File: src/key_press_classifier_unit_assert.svh
// Assertion macros for the key press classifier checks.
`ifndef KEY_PRESS_CLASSIFIER_UNIT_ASSERT_SVH
`define KEY_PRESS_CLASSIFIER_UNIT_ASSERT_SVH

// Same-cycle implication, disabled while reset is applied.
`define KPC_ASSERT_NOW(label, clk, rst_n, ante, cons) \
    label: assert property (@(posedge clk) disable iff (!rst_n) (ante) |-> (cons)) \
        else $error("key press classifier check failed");

// Next-cycle implication, disabled while reset is applied.
`define KPC_ASSERT_NEXT(label, clk, rst_n, ante, cons) \
    label: assert property (@(posedge clk) disable iff (!rst_n) (ante) |=> (cons)) \
        else $error("key press classifier check failed");

`endif

File: src/kpc_pkg.sv
// Shared types, codes and constants of the key press classifier.
package kpc_pkg;

    localparam int KEY_COUNT    = 4;
    localparam int LEVELS_W     = 4;
    localparam int SEL_W        = 2;
    localparam int FUNC_W       = 2;
    localparam int STATE_W      = 2;
    localparam int TICK_W       = 32;
    localparam int CNT_W        = 16;
    localparam int PACKED_KEYS  = 4;
    localparam int ALL_STATES_W = PACKED_KEYS * STATE_W;
    localparam int CFG_INDEX_W  = 3;
    localparam int CFG_DATA_W   = 16;
    localparam int IN_TDATA_W   = 8;
    localparam int OUT_TDATA_W  = 16;

    localparam logic [CNT_W-1:0]  HELD_MAX        = 16'hFFFF;
    localparam logic [TICK_W-1:0] LAST_TICK_RESET = 32'hFFFF_FFFF;

    // Register indexes on the configuration port
    localparam logic [CFG_INDEX_W-1:0] REG_RELEASE_LEVEL = 3'd0;
    localparam logic [CFG_INDEX_W-1:0] REG_LONG_PRESS    = 3'd1;
    localparam logic [CFG_INDEX_W-1:0] REG_DEBOUNCE      = 3'd2;
    localparam logic [CFG_INDEX_W-1:0] REG_SHORT_LIMIT   = 3'd3;
    localparam logic [CFG_INDEX_W-1:0] REG_DOUBLE_WINDOW = 3'd4;

    typedef enum logic [FUNC_W-1:0] {
        FUNC_TICK      = 2'd0,
        FUNC_READ      = 2'd1,
        FUNC_CLEAR_ONE = 2'd2,
        FUNC_CLEAR_ALL = 2'd3
    } func_t;

    typedef enum logic [STATE_W-1:0] {
        ST_RELEASE = 2'd0,
        ST_SINGLE  = 2'd1,
        ST_DOUBLE  = 2'd2,
        ST_LONG    = 2'd3
    } press_t;

    typedef struct packed {
        logic             release_level;
        logic [CNT_W-1:0] long_press_ticks;
        logic [CNT_W-1:0] debounce_ticks;
        logic [CNT_W-1:0] short_limit;
        logic [CNT_W-1:0] double_window_ticks;
    } kpc_cfg_t;

    typedef struct packed {
        logic              scan;
        logic              clear_one;
        logic              clear_all;
        logic [TICK_W-1:0] tick_now;
    } kpc_cmd_t;

endpackage

File: src/kpc_key_cell.sv
// State and next-state logic of one key: held count, class and last release tick.
module kpc_key_cell (
    input  logic              clk,
    input  logic              rst_n,
    input  kpc_pkg::kpc_cmd_t cmd,
    input  kpc_pkg::kpc_cfg_t cfg,
    input  logic              level,
    input  logic              selected,
    output kpc_pkg::press_t   state_next
);
    import kpc_pkg::*;

    logic [CNT_W-1:0]  held_reg;
    logic [CNT_W-1:0]  held_next;
    press_t            state_reg;
    logic [TICK_W-1:0] last_reg;
    logic [TICK_W-1:0] last_next;
    logic [CNT_W-1:0]  held_inc;
    logic [TICK_W-1:0] since;
    logic              short_press;
    logic              in_window;

    // Saturating held count and modular distance to the last single release
    assign held_inc    = (held_reg == HELD_MAX) ? held_reg : held_reg + CNT_W'(1);
    assign since       = cmd.tick_now - last_reg;
    assign in_window   = since <= {{(TICK_W-CNT_W){1'b0}}, cfg.double_window_ticks};
    assign short_press = (held_reg >= cfg.debounce_ticks) && (held_reg < cfg.short_limit);

    // Classify on a scan tick, otherwise apply clears
    always_comb
    begin
        held_next  = held_reg;
        state_next = state_reg;
        last_next  = last_reg;
        if (cmd.scan)
        begin
            if (level != cfg.release_level)
            begin
                held_next = held_inc;
                if (held_inc >= cfg.long_press_ticks)
                begin
                    state_next = ST_LONG;
                end
            end
            else if (state_reg == ST_LONG)
            begin
                held_next  = '0;
                state_next = ST_RELEASE;
            end
            else
            begin
                held_next = '0;
                if (short_press && in_window)
                begin
                    state_next = ST_DOUBLE;
                    last_next  = '0;
                end
                else if (short_press)
                begin
                    state_next = ST_SINGLE;
                    last_next  = cmd.tick_now;
                end
                else
                begin
                    state_next = ST_RELEASE;
                end
            end
        end
        else if (cmd.clear_all || (cmd.clear_one && selected))
        begin
            state_next = ST_RELEASE;
        end
    end

    // Hold the key state
    always_ff @(posedge clk or negedge rst_n)
    begin
        if (!rst_n)
        begin
            held_reg  <= '0;
            state_reg <= ST_RELEASE;
            last_reg  <= LAST_TICK_RESET;
        end
        else
        begin
            held_reg  <= held_next;
            state_reg <= state_next;
            last_reg  <= last_next;
        end
    end

endmodule

File: src/key_press_classifier_unit.sv
// Top level of the key press classifier: stream ports, configuration, tick counter, result.
//
//  channel   direction  handshake             payload
//  s_axis    in         tvalid/tready         tuser: func; tdata: key_levels, key_select
//  m_axis    out        tvalid/tready         tdata: all_states, selected_state
//  cfg       in         cfg_we (no wait)      cfg_index, cfg_data
//
// An item is registered on acceptance and its result is loaded into the output register
// when the item advances; one item per cycle is sustained while the output is not stalled,
// set by the single update stage between the two registers. A stalled result holds in the
// output register while one more item waits in the input register. Reset (rst_n low,
// asynchronous) clears the pipeline, tick counter, all key state and resets configuration.
module key_press_classifier_unit (
    input  logic       clk,
    input  logic       rst_n,
    input  logic       s_axis_tvalid,
    output logic       s_axis_tready,
    input  logic [7:0] s_axis_tdata,   // [3:0] key_levels, [5:4] key_select, [7:6] zero
    input  logic [1:0] s_axis_tuser,   // [1:0] func
    output logic       m_axis_tvalid,
    input  logic       m_axis_tready,
    output logic [15:0] m_axis_tdata,  // [7:0] all_states, [9:8] selected_state, [15:10] zero
    input  logic       cfg_we,
    input  logic [2:0] cfg_index,
    input  logic [15:0] cfg_data
);
    import kpc_pkg::*;

    `include "key_press_classifier_unit_assert.svh"

    logic                    in_valid_reg;
    logic                    in_valid_next;
    func_t                   in_func_reg;
    logic [LEVELS_W-1:0]     in_levels_reg;
    logic [SEL_W-1:0]        in_sel_reg;
    logic                    out_valid_reg;
    logic                    out_valid_next;
    logic [ALL_STATES_W-1:0] out_states_reg;
    logic [STATE_W-1:0]      out_sel_reg;
    logic [TICK_W-1:0]       tick_reg;
    logic [TICK_W-1:0]       tick_next;
    kpc_cfg_t                cfg_reg;
    kpc_cmd_t                cmd;
    logic                    in_accept;
    logic                    advance;
    press_t                  cell_state [KEY_COUNT];
    logic [ALL_STATES_W-1:0] all_states;
    press_t                  sel_state;

    // Handshake: an item moves on when the output register is free or being emptied
    assign advance       = in_valid_reg && (!out_valid_reg || m_axis_tready);
    assign s_axis_tready = !in_valid_reg || advance;
    assign in_accept     = s_axis_tvalid && s_axis_tready;

    always_comb
    begin
        in_valid_next = in_valid_reg;
        if (in_accept)
        begin
            in_valid_next = 1'b1;
        end
        else if (advance)
        begin
            in_valid_next = 1'b0;
        end
    end

    always_comb
    begin
        out_valid_next = out_valid_reg;
        if (advance)
        begin
            out_valid_next = 1'b1;
        end
        else if (m_axis_tready)
        begin
            out_valid_next = 1'b0;
        end
    end

    // Command to the key cells
    assign tick_next     = tick_reg + TICK_W'(1);
    assign cmd.scan      = advance && (in_func_reg == FUNC_TICK);
    assign cmd.clear_one = advance && (in_func_reg == FUNC_CLEAR_ONE);
    assign cmd.clear_all = advance && (in_func_reg == FUNC_CLEAR_ALL);
    assign cmd.tick_now  = tick_next;

    // One cell per key
    for (genvar k = 0; k < KEY_COUNT; k++)
    begin : g_key
        logic level_bit;
        if (k < LEVELS_W)
        begin : g_pin
            assign level_bit = in_levels_reg[k];
        end
        else
        begin : g_no_pin
            assign level_bit = 1'b0;
        end
        kpc_key_cell u_cell (
            .clk        (clk),
            .rst_n      (rst_n),
            .cmd        (cmd),
            .cfg        (cfg_reg),
            .level      (level_bit),
            .selected   (int'(in_sel_reg) == k),
            .state_next (cell_state[k])
        );
    end

    // Pack the updated states and pick the selected key
    always_comb
    begin
        all_states = '0;
        sel_state  = ST_RELEASE;
        for (int k = 0; k < KEY_COUNT; k++)
        begin
            if (k < PACKED_KEYS)
            begin
                all_states[STATE_W*k +: STATE_W] = cell_state[k];
            end
            if (int'(in_sel_reg) == k)
            begin
                sel_state = cell_state[k];
            end
        end
    end

    // Control registers
    always_ff @(posedge clk or negedge rst_n)
    begin
        if (!rst_n)
        begin
            in_valid_reg  <= 1'b0;
            out_valid_reg <= 1'b0;
            tick_reg      <= '0;
        end
        else
        begin
            in_valid_reg  <= in_valid_next;
            out_valid_reg <= out_valid_next;
            if (cmd.scan)
            begin
                tick_reg <= tick_next;
            end
        end
    end

    // Configuration writes
    always_ff @(posedge clk or negedge rst_n)
    begin
        if (!rst_n)
        begin
            cfg_reg.release_level       <= 1'b1;
            cfg_reg.long_press_ticks    <= CNT_W'(100);
            cfg_reg.debounce_ticks      <= CNT_W'(2);
            cfg_reg.short_limit         <= CNT_W'(1000);
            cfg_reg.double_window_ticks <= CNT_W'(20);
        end
        else if (cfg_we)
        begin
            unique case (cfg_index)
                REG_RELEASE_LEVEL: cfg_reg.release_level       <= cfg_data[0];
                REG_LONG_PRESS:    cfg_reg.long_press_ticks    <= cfg_data[CNT_W-1:0];
                REG_DEBOUNCE:      cfg_reg.debounce_ticks      <= cfg_data[CNT_W-1:0];
                REG_SHORT_LIMIT:   cfg_reg.short_limit         <= cfg_data[CNT_W-1:0];
                REG_DOUBLE_WINDOW: cfg_reg.double_window_ticks <= cfg_data[CNT_W-1:0];
                default:           cfg_reg                     <= cfg_reg;
            endcase
        end
    end

    // Payload registers: load the item on acceptance, the result on advance
    always_ff @(posedge clk)
    begin
        if (in_accept)
        begin
            in_func_reg   <= func_t'(s_axis_tuser);
            in_levels_reg <= s_axis_tdata[LEVELS_W-1:0];
            in_sel_reg    <= s_axis_tdata[LEVELS_W +: SEL_W];
        end
        if (advance)
        begin
            out_states_reg <= all_states;
            out_sel_reg    <= sel_state;
        end
    end

    assign m_axis_tvalid = out_valid_reg;
    assign m_axis_tdata  = {{(OUT_TDATA_W-ALL_STATES_W-STATE_W){1'b0}}, out_sel_reg,
                            out_states_reg};

    // Checks on the pipeline and tick counter
    `KPC_ASSERT_NEXT(a_advance_fills_output, clk, rst_n, advance, m_axis_tvalid)
    `KPC_ASSERT_NEXT(a_waiting_item_holds, clk, rst_n, in_valid_reg && !advance,
        in_valid_reg && $stable(in_func_reg) && $stable(in_sel_reg))
    `KPC_ASSERT_NEXT(a_tick_only_on_scan, clk, rst_n, !cmd.scan, $stable(tick_reg))
    `KPC_ASSERT_NOW(a_ready_when_empty, clk, rst_n, !in_valid_reg, s_axis_tready)

endmodule

File: config.mk
export PLATFORM = sky130hd
export DESIGN_NAME = key_press_classifier_unit
export DESIGN_NICKNAME = d
export VERILOG_FILES = /design/src/kpc_pkg.sv /design/src/kpc_key_cell.sv /design/src/key_press_classifier_unit.sv
export VERILOG_INCLUDE_DIRS = /design/src /design/src/src
export SDC_FILE = /design/constraint.sdc
export NUM_CORES = 1
export LEC_CHECK = 0
export BUFFER_PORTS_ARGS = -buffer_cell sky130_fd_sc_hd__buf_2
export CORE_ASPECT_RATIO = 0.5
export CORE_MARGIN = 4
export CORE_UTILIZATION = 53
export DETAILED_ROUTE_END_ITERATION = 16
export GPL_TIMING_DRIVEN = 0
export PLACE_DENSITY_LB_ADDON = 0.05
export SLEW_MARGIN = 10
export SYNTH_ARGS = -nofsm -noshare
export SYNTH_HDL_FRONTEND = slang
export SYNTH_SLANG_ARGS = --single-unit
File: constraint.sdc
create_clock -name clk -period 11.7 [get_ports clk]
set_clock_uncertainty 0.15 [all_clocks]
set_input_delay 1.755 -clock clk [delete_from_list [all_inputs] [get_ports clk]]
set_output_delay 1.755 -clock clk [all_outputs]
set_load 0.02 [all_outputs]
# Yosys cells after proc, flatten, opt, wreduce, memory -nomap -nowiden
# Cells that the tools add are included.
[totals]
output_inout_bits = 18
inputBits = 34
register_bits = 317
elab_cells = 174
[op_classes]
order_cmp = 16
n_mux = 52
eq_ne = 21
n_bitwise = 8
add_sub_neg = 9
reduce_logical = 43
[ops]
columns = ["op", "n"]
rows = [
  ["32-bit 2-to-1 mux", 8],
  ["16-bit >= comparator", 8],
  ["32-bit by 16-bit less-or-equal comparator with 1-bit output", 4],
  ["16-bit 2-to-1 mux", 8],
  ["32-bit subtractor", 4],
  ["16-bit by 1-bit adder with 16-bit output (second input constant)", 4],
  ["16-bit == test (second input constant)", 4],
  ["16-bit less-than comparator", 4],
  ["2-bit 2-to-1 mux", 28],
  ["32-bit by 1-bit adder with 32-bit output (second input constant)", 1],
  ["1-bit logical AND", 17],
  ["2-bit == test (second input constant)", 8],
  ["4-bit AND reduction", 4],
  ["2-bit nonzero test", 6],
  ["2-bit AND reduction", 5],
  ["1-bit 2-to-1 mux", 8],
  ["1-bit NOT", 8],
  ["3-bit by 2-bit == test with 1-bit output (second input constant)", 2],
  ["1-bit logical OR", 6],
  ["2-bit zero test", 2],
  ["1-bit inequality test", 4],
  ["3-bit by 1-bit == test with 1-bit output (second input constant)", 1],
  ["3-bit == test (second input constant)", 1],
  ["3-bit zero test", 1],
  ["2 further kinds", 3],
]

# Longest topological paths before layout
[logic_depth]
word_depth = 12
ltp_mapped = 28
depth_no_buf = 26

# By module
# Synthesis repeated with hierarchy kept, for this count alone.
[unflattened]
cells_unflattened = 3440
hier_area_um2 = 29385.7
[by_module_without_submodules]
columns = ["module", "area_each_um2", "instances", "seq_area_each_um2", "cells_per_inst"]
rows = [
  ["kpc_key_cell at g_key[2].u_cell ...", 5901.9, 2, 1291.2, 754],
  ["kpc_key_cell at g_key[0].u_cell", 6256.0, 1, 1291.2, 769],
  ["kpc_key_cell at g_key[1].u_cell", 6195.9, 1, 1291.2, 777],
  ["key_press_classifier_unit", 5129.9, 1, 3034.2, 386],
]

# Worst setup path after synthesis
# Ideal clock, no wire load.
[synth_path]
path_kind = "reg-to-reg"
from = "reg tick_reg[0]"
to = "reg out_states_reg[2], data pin"
n_path_buf = 2
setup_time_ps = 277
stages_incl_launch_ff = 26
setup_slack_ps = 5504
period_less_slack_ps = 6196
required_ps = 11273
t_arrival_ps = 5769
cell_sequence = "dfrtp_1 -> ha_1 -> nand3_1 -> nor2_1 -> nand3_1 -> nor2_1 -> nand4_1 -> xor2_1 -> inv_1 -> ha_1 -> and2_1 -> and3_1 -> a221oi_1 -> nor2b_1 -> xnor2_1 -> ha_1 -> nand4_1 -> or4_1 -> nand2_1 -> nand4b_1 -> or4_1 -> a2111oi_0 -> or2_2 -> buf_2 -> clkbuf_1 -> nand3_1"
[synth_rtl]
columns = ["element", "line_no", "rtl"]
rows = [
  ["start, declared", "key_press_classifier_unit.sv:40", "logic [TICK_W-1:0] tick_reg;"],
  ["start signal, assigned", "key_press_classifier_unit.sv:144", "tick_reg <= tick_next;"],
  ["end signal, assigned", "key_press_classifier_unit.sv:184", "out_states_reg <= all_states;"],
  ["end, declared", "key_press_classifier_unit.sv:38", "logic [ALL_STATES_W-1:0] out_states_reg;"],
]

==> insert_results.sql <==
INSERT INTO impl_metrics (metric_group, metric, value, unit) VALUES
('power', 'intPower', '2.40', 'mW'),
('clock_tree', 'ctsRootBufferMaster', 'sky130_fd_sc_hd__clkbuf_16', ''),
('synthesis', 'synth_ff_type', 'sky130_fd_sc_hd__dfrtp_1', ''),
('die', 'row_count', '59', ''),
('place', 'dpl_worst_slack', '2.88', 'ns'),
('synthesis', 'synthTopCellsByCount', 'sky130_fd_sc_hd__ha_1, sky130_fd_sc_hd__nand2_1, sky130_fd_sc_hd__o21ai_0', ''),
('power', 'pwr-share-seq', '0.341', ''),
('synthesis', 'ys.warnings.count', '0', ''),
('clock_tree', 'clk_latency', '0.57', 'ns'),
('power', 'power.combinational.fraction', '0.326', ''),
('clock_tree', 'cts_hold_buf', '0', ''),
('layout', 'postLayoutCoreUtil', '0.585', ''),
('grt', 'grt_pass1_vias', '23400', ''),
('clock_tree', 'cts_buffers', '34', ''),
('synthesis', 'synth_cell_type_count', '98', ''),
('grt', 'largest_net_degree_at_the_start_of_global_routing', '108', ''),
('timing', 'timing_hold_violations_final', '0', ''),
('route', 'drcViolationCount', '0', ''),
('timing', 'layout_min_cycle_time', '9.14', 'ns'),
('place', 'dpl_cell_area', '29200', 'sq um'),
('power', 'net-switching-power', '1.33', 'mW'),
('synthesis', 'synth_largest_area_cell', 'sky130_fd_sc_hd__ha_1', ''),
('clock_tree', 'post_cts_resized', '0', ''),
('layout', 'diodes', '0', ''),
('status', 'outcome', 'completed', ''),
('route', 'avgViaCountPerCell', '6.11', ''),
('grt', 'antenna_found_initial', '1', ''),
('route', 'total_number_of_vias', '25300', ''),
('route', 'drt_first_pass_iters', '6', ''),
('clock_tree', 'clk_pin_slew', '0.07', 'ns'),
('clock_tree', 'cts_tree', 'built', ''),
('critical_path', 'buffering_stage_count_on_the_worst_path_with_inverters_included', '3', ''),
('layout', 'area.growth.synth_to_final', '8.88', '%'),
('die', 'placeableCoreArea', '52000', 'sq um'),
('flow_run', 'max-cap-violations', '0', ''),
('die', 'initial_core_util', '0.537', ''),
('synthesis', 'synthMostInstantiatedCell', 'sky130_fd_sc_hd__ha_1', ''),
('layout', 'finalNetCount', '3829', ''),
('critical_path', 'kind_of_start_point_of_the_critical_path', 'register', ''),
('timing', 'maxClockFrequency', '109', 'MHz'),
('timing', 'fin_ws', '2.56', 'ns'),
('critical_path', 'worst-setup-path-type', 'register to register', ''),
('power', 'finalPower', '3.73', 'mW'),
('synthesis', 'synth_cells', '3321', ''),
('synthesis', 'synth_seq_area_share', '0.293', ''),
('place', 'gp_congestion', '0.945', ''),
('clock_tree', 'numClockSinks', '317', ''),
('route', 'postRouteAntennaNets', '0', ''),
('clock_tree', 'cts_max_level', '2', ''),
('critical_path', 'critPathMaxStageDelay', '0.66', 'ns'),
('critical_path', 'critical-path-top-delay-family', 'simple AND/OR/NAND/NOR gates', ''),
('clock_tree', 'clock_tree.buffer_depth', '3', ''),
('synthesis', 'synth_area_leaders', 'sky130_fd_sc_hd__ha_1, sky130_fd_sc_hd__dfrtp_1, sky130_fd_sc_hd__dfstp_2', ''),
('clock_tree', 'postCtsSetupBuffers', '0', ''),
('critical_path', 'timing.critical_path.slowest_stage_cell', 'sky130_fd_sc_hd__dfrtp_1', ''),
('timing', 'grt_setup_unrepaired', 'no', ''),
('route', 'wirelength', '89100', 'microns'),
('min_path', 'hold_class', 'register to register', ''),
('layout', 'design_area', '30400', 'sq um'),
('die', 'chipHeight', '170', 'microns'),
('die', 'die_x', '333', 'microns'),
('timing', 'report.final.slew_viol_count', '0', ''),
('grt', 'wire_length_of_the_first_global_routing_pass', '137000', 'microns'),
('critical_path', 'worstPathArrival', '9.33', 'ns'),
('critical_path', 'worst_ep_required_time', '11.89', 'ns'),
('timing', 'timing_worst_slew_pin_value', '1.11', 'ns'),
('route', 'drt-initial-drc-count', '2414', ''),
('timing', 'fin_crit_sh', '0.781', ''),
('grt', 'grt_remaining_overflow', '0', ''),
('power', 'p_per_area', '123', 'nW/um^2'),
('place', 'number_of_buffer_cells_added_on_primary_ports', '43', '');
## placed cells by master, fill, tap and decap left out, types with 28 or more instances in the layout
cell	instances
sky130_fd_sc_hd__nand2_1	349
sky130_fd_sc_hd__xor2_1	72
sky130_fd_sc_hd__and3_1	33
sky130_fd_sc_hd__xnor2_1	116
sky130_fd_sc_hd__o31ai_1	53
sky130_fd_sc_hd__o21ai_0	289
sky130_fd_sc_hd__or3_1	51
sky130_fd_sc_hd__dfrtp_1	158
sky130_fd_sc_hd__dfstp_2	141
sky130_fd_sc_hd__ha_1	381
sky130_fd_sc_hd__nand3_1	109
sky130_fd_sc_hd__o21a_1	40
sky130_fd_sc_hd__clkbuf_1	114
sky130_fd_sc_hd__clkbuf_16	34
sky130_fd_sc_hd__nor2_1	179
sky130_fd_sc_hd__nor3_1	51
sky130_fd_sc_hd__buf_2	55
sky130_fd_sc_hd__a21oi_1	222
sky130_fd_sc_hd__inv_1	270
sky130_fd_sc_hd__nor2b_1	28
sky130_fd_sc_hd__a22o_1	38
sky130_fd_sc_hd__nand2b_1	42
sky130_fd_sc_hd__nand4_1	77
sky130_fd_sc_hd__a21o_1	107
sky130_fd_sc_hd__a211oi_1	28
sky130_fd_sc_hd__o211ai_1	32
## final cells by class
type	instances	area, sq um	area share
multi-input combinational	2603	18200	0.598
inverter	270	1010	0.0333
timing repair buffer	48	327	0.0107
buffer	136	579	0.0190
clock inverter	17	307	0.0101
tap	701	877	0.0288
clock buffer	45	932	0.0306
sequential	317	8200	0.269
## worst register-to-register path: cells and delay by family (launching register included)
family / cells / cell delay [ns]
AO/OA/AOI/OAI: 6 / 1.98
XOR/XNOR: 2 / 0.50
adder cells (fa/ha/maj): 3 / 0.93
buffers and inverters: 3 / 1.06
flip-flops: 1 / 0.66
AND/OR/NAND/NOR: 13 / 3.63
## stage by stage
step | hold WS, ns | instances
2_1_floorplan | 0.295 | 3326
3_3_place_gp | 0.310 | 4070
3_5_place_dp | 0.314 | 4075
4_1_cts | 0.324 | 4137
5_1_grt | 0.336 | 4137
6_report | 0.321 | 4137
## cells by family (layout without fill, tap and decap cells)
| logic type | Yosys count | after routing | synth area share |
|---|---|---|---|
| AO/OA/AOI/OAI | 974 | 974 | 0.226 |
| XOR/XNOR | 189 | 189 | 0.0592 |
| adder cells (fa/ha/maj) | 385 | 385 | 0.173 |
| buffers and inverters | 406 | 516 | 0.0570 |
| flip-flops | 317 | 317 | 0.293 |
| multiplexers | 35 | 35 | 0.0137 |
| other | 1 | 6 | 0.000134 |
| AND/OR/NAND/NOR | 1014 | 1014 | 0.177 |
## path summary, 6_finish.rpt
| path | slack (ns) | cells past startpoint | from | to |
|---|---|---|---|---|
| max in group asynchronous | 9.29 | 3 | rst_n | g_key[1].u_cell.held_reg[2]$_DFFE_PN0P_ |
| min in group asynchronous | 1.11 | 1 | rst_n | g_key[0].u_cell.last_reg[29]$_DFFE_PN1P_ |
| worst max-delay path | 2.56 | 27 | tick_reg[0]$_DFFE_PN0P_ | out_sel_reg[1]$_DFFE_PP_ |
| worst min register to register | 0.32 | 2 | g_key[3].u_cell.last_reg[29]$_DFFE_PN1P_ | g_key[3].u_cell.last_reg[29]$_DFFE_PN1P_ |
| worst min-delay path | 0.32 | 2 | g_key[3].u_cell.last_reg[29]$_DFFE_PN1P_ | g_key[3].u_cell.last_reg[29]$_DFFE_PN1P_ |
| worst max register to register | 2.56 | 27 | tick_reg[0]$_DFFE_PN0P_ | out_sel_reg[1]$_DFFE_PP_ |
## metal layers
layer / GRT usage / vias to the layer above / wire [microns]
li1: - / 12200 / -
met1: 0.458 / 12200 / 43000
met2: 0.470 / 807 / 37400
met3: 0.0528 / 112 / 6510
met4: 0.0763 / 0 / 2200
met5: 0 / - / 0
## power groups by stage
stage                     Sequential [mW]  Clock [mW]  Combinational [mW]
after floorplan                      1.27           0               0.861
after global placement               1.29           0                1.17
after detailed placement             1.29           0                1.20
after CTS                            1.27        1.26                1.21
after global routing                 1.28        1.30                1.37
final                                1.27        1.24                1.22
(Power assumes the default switching activity.)
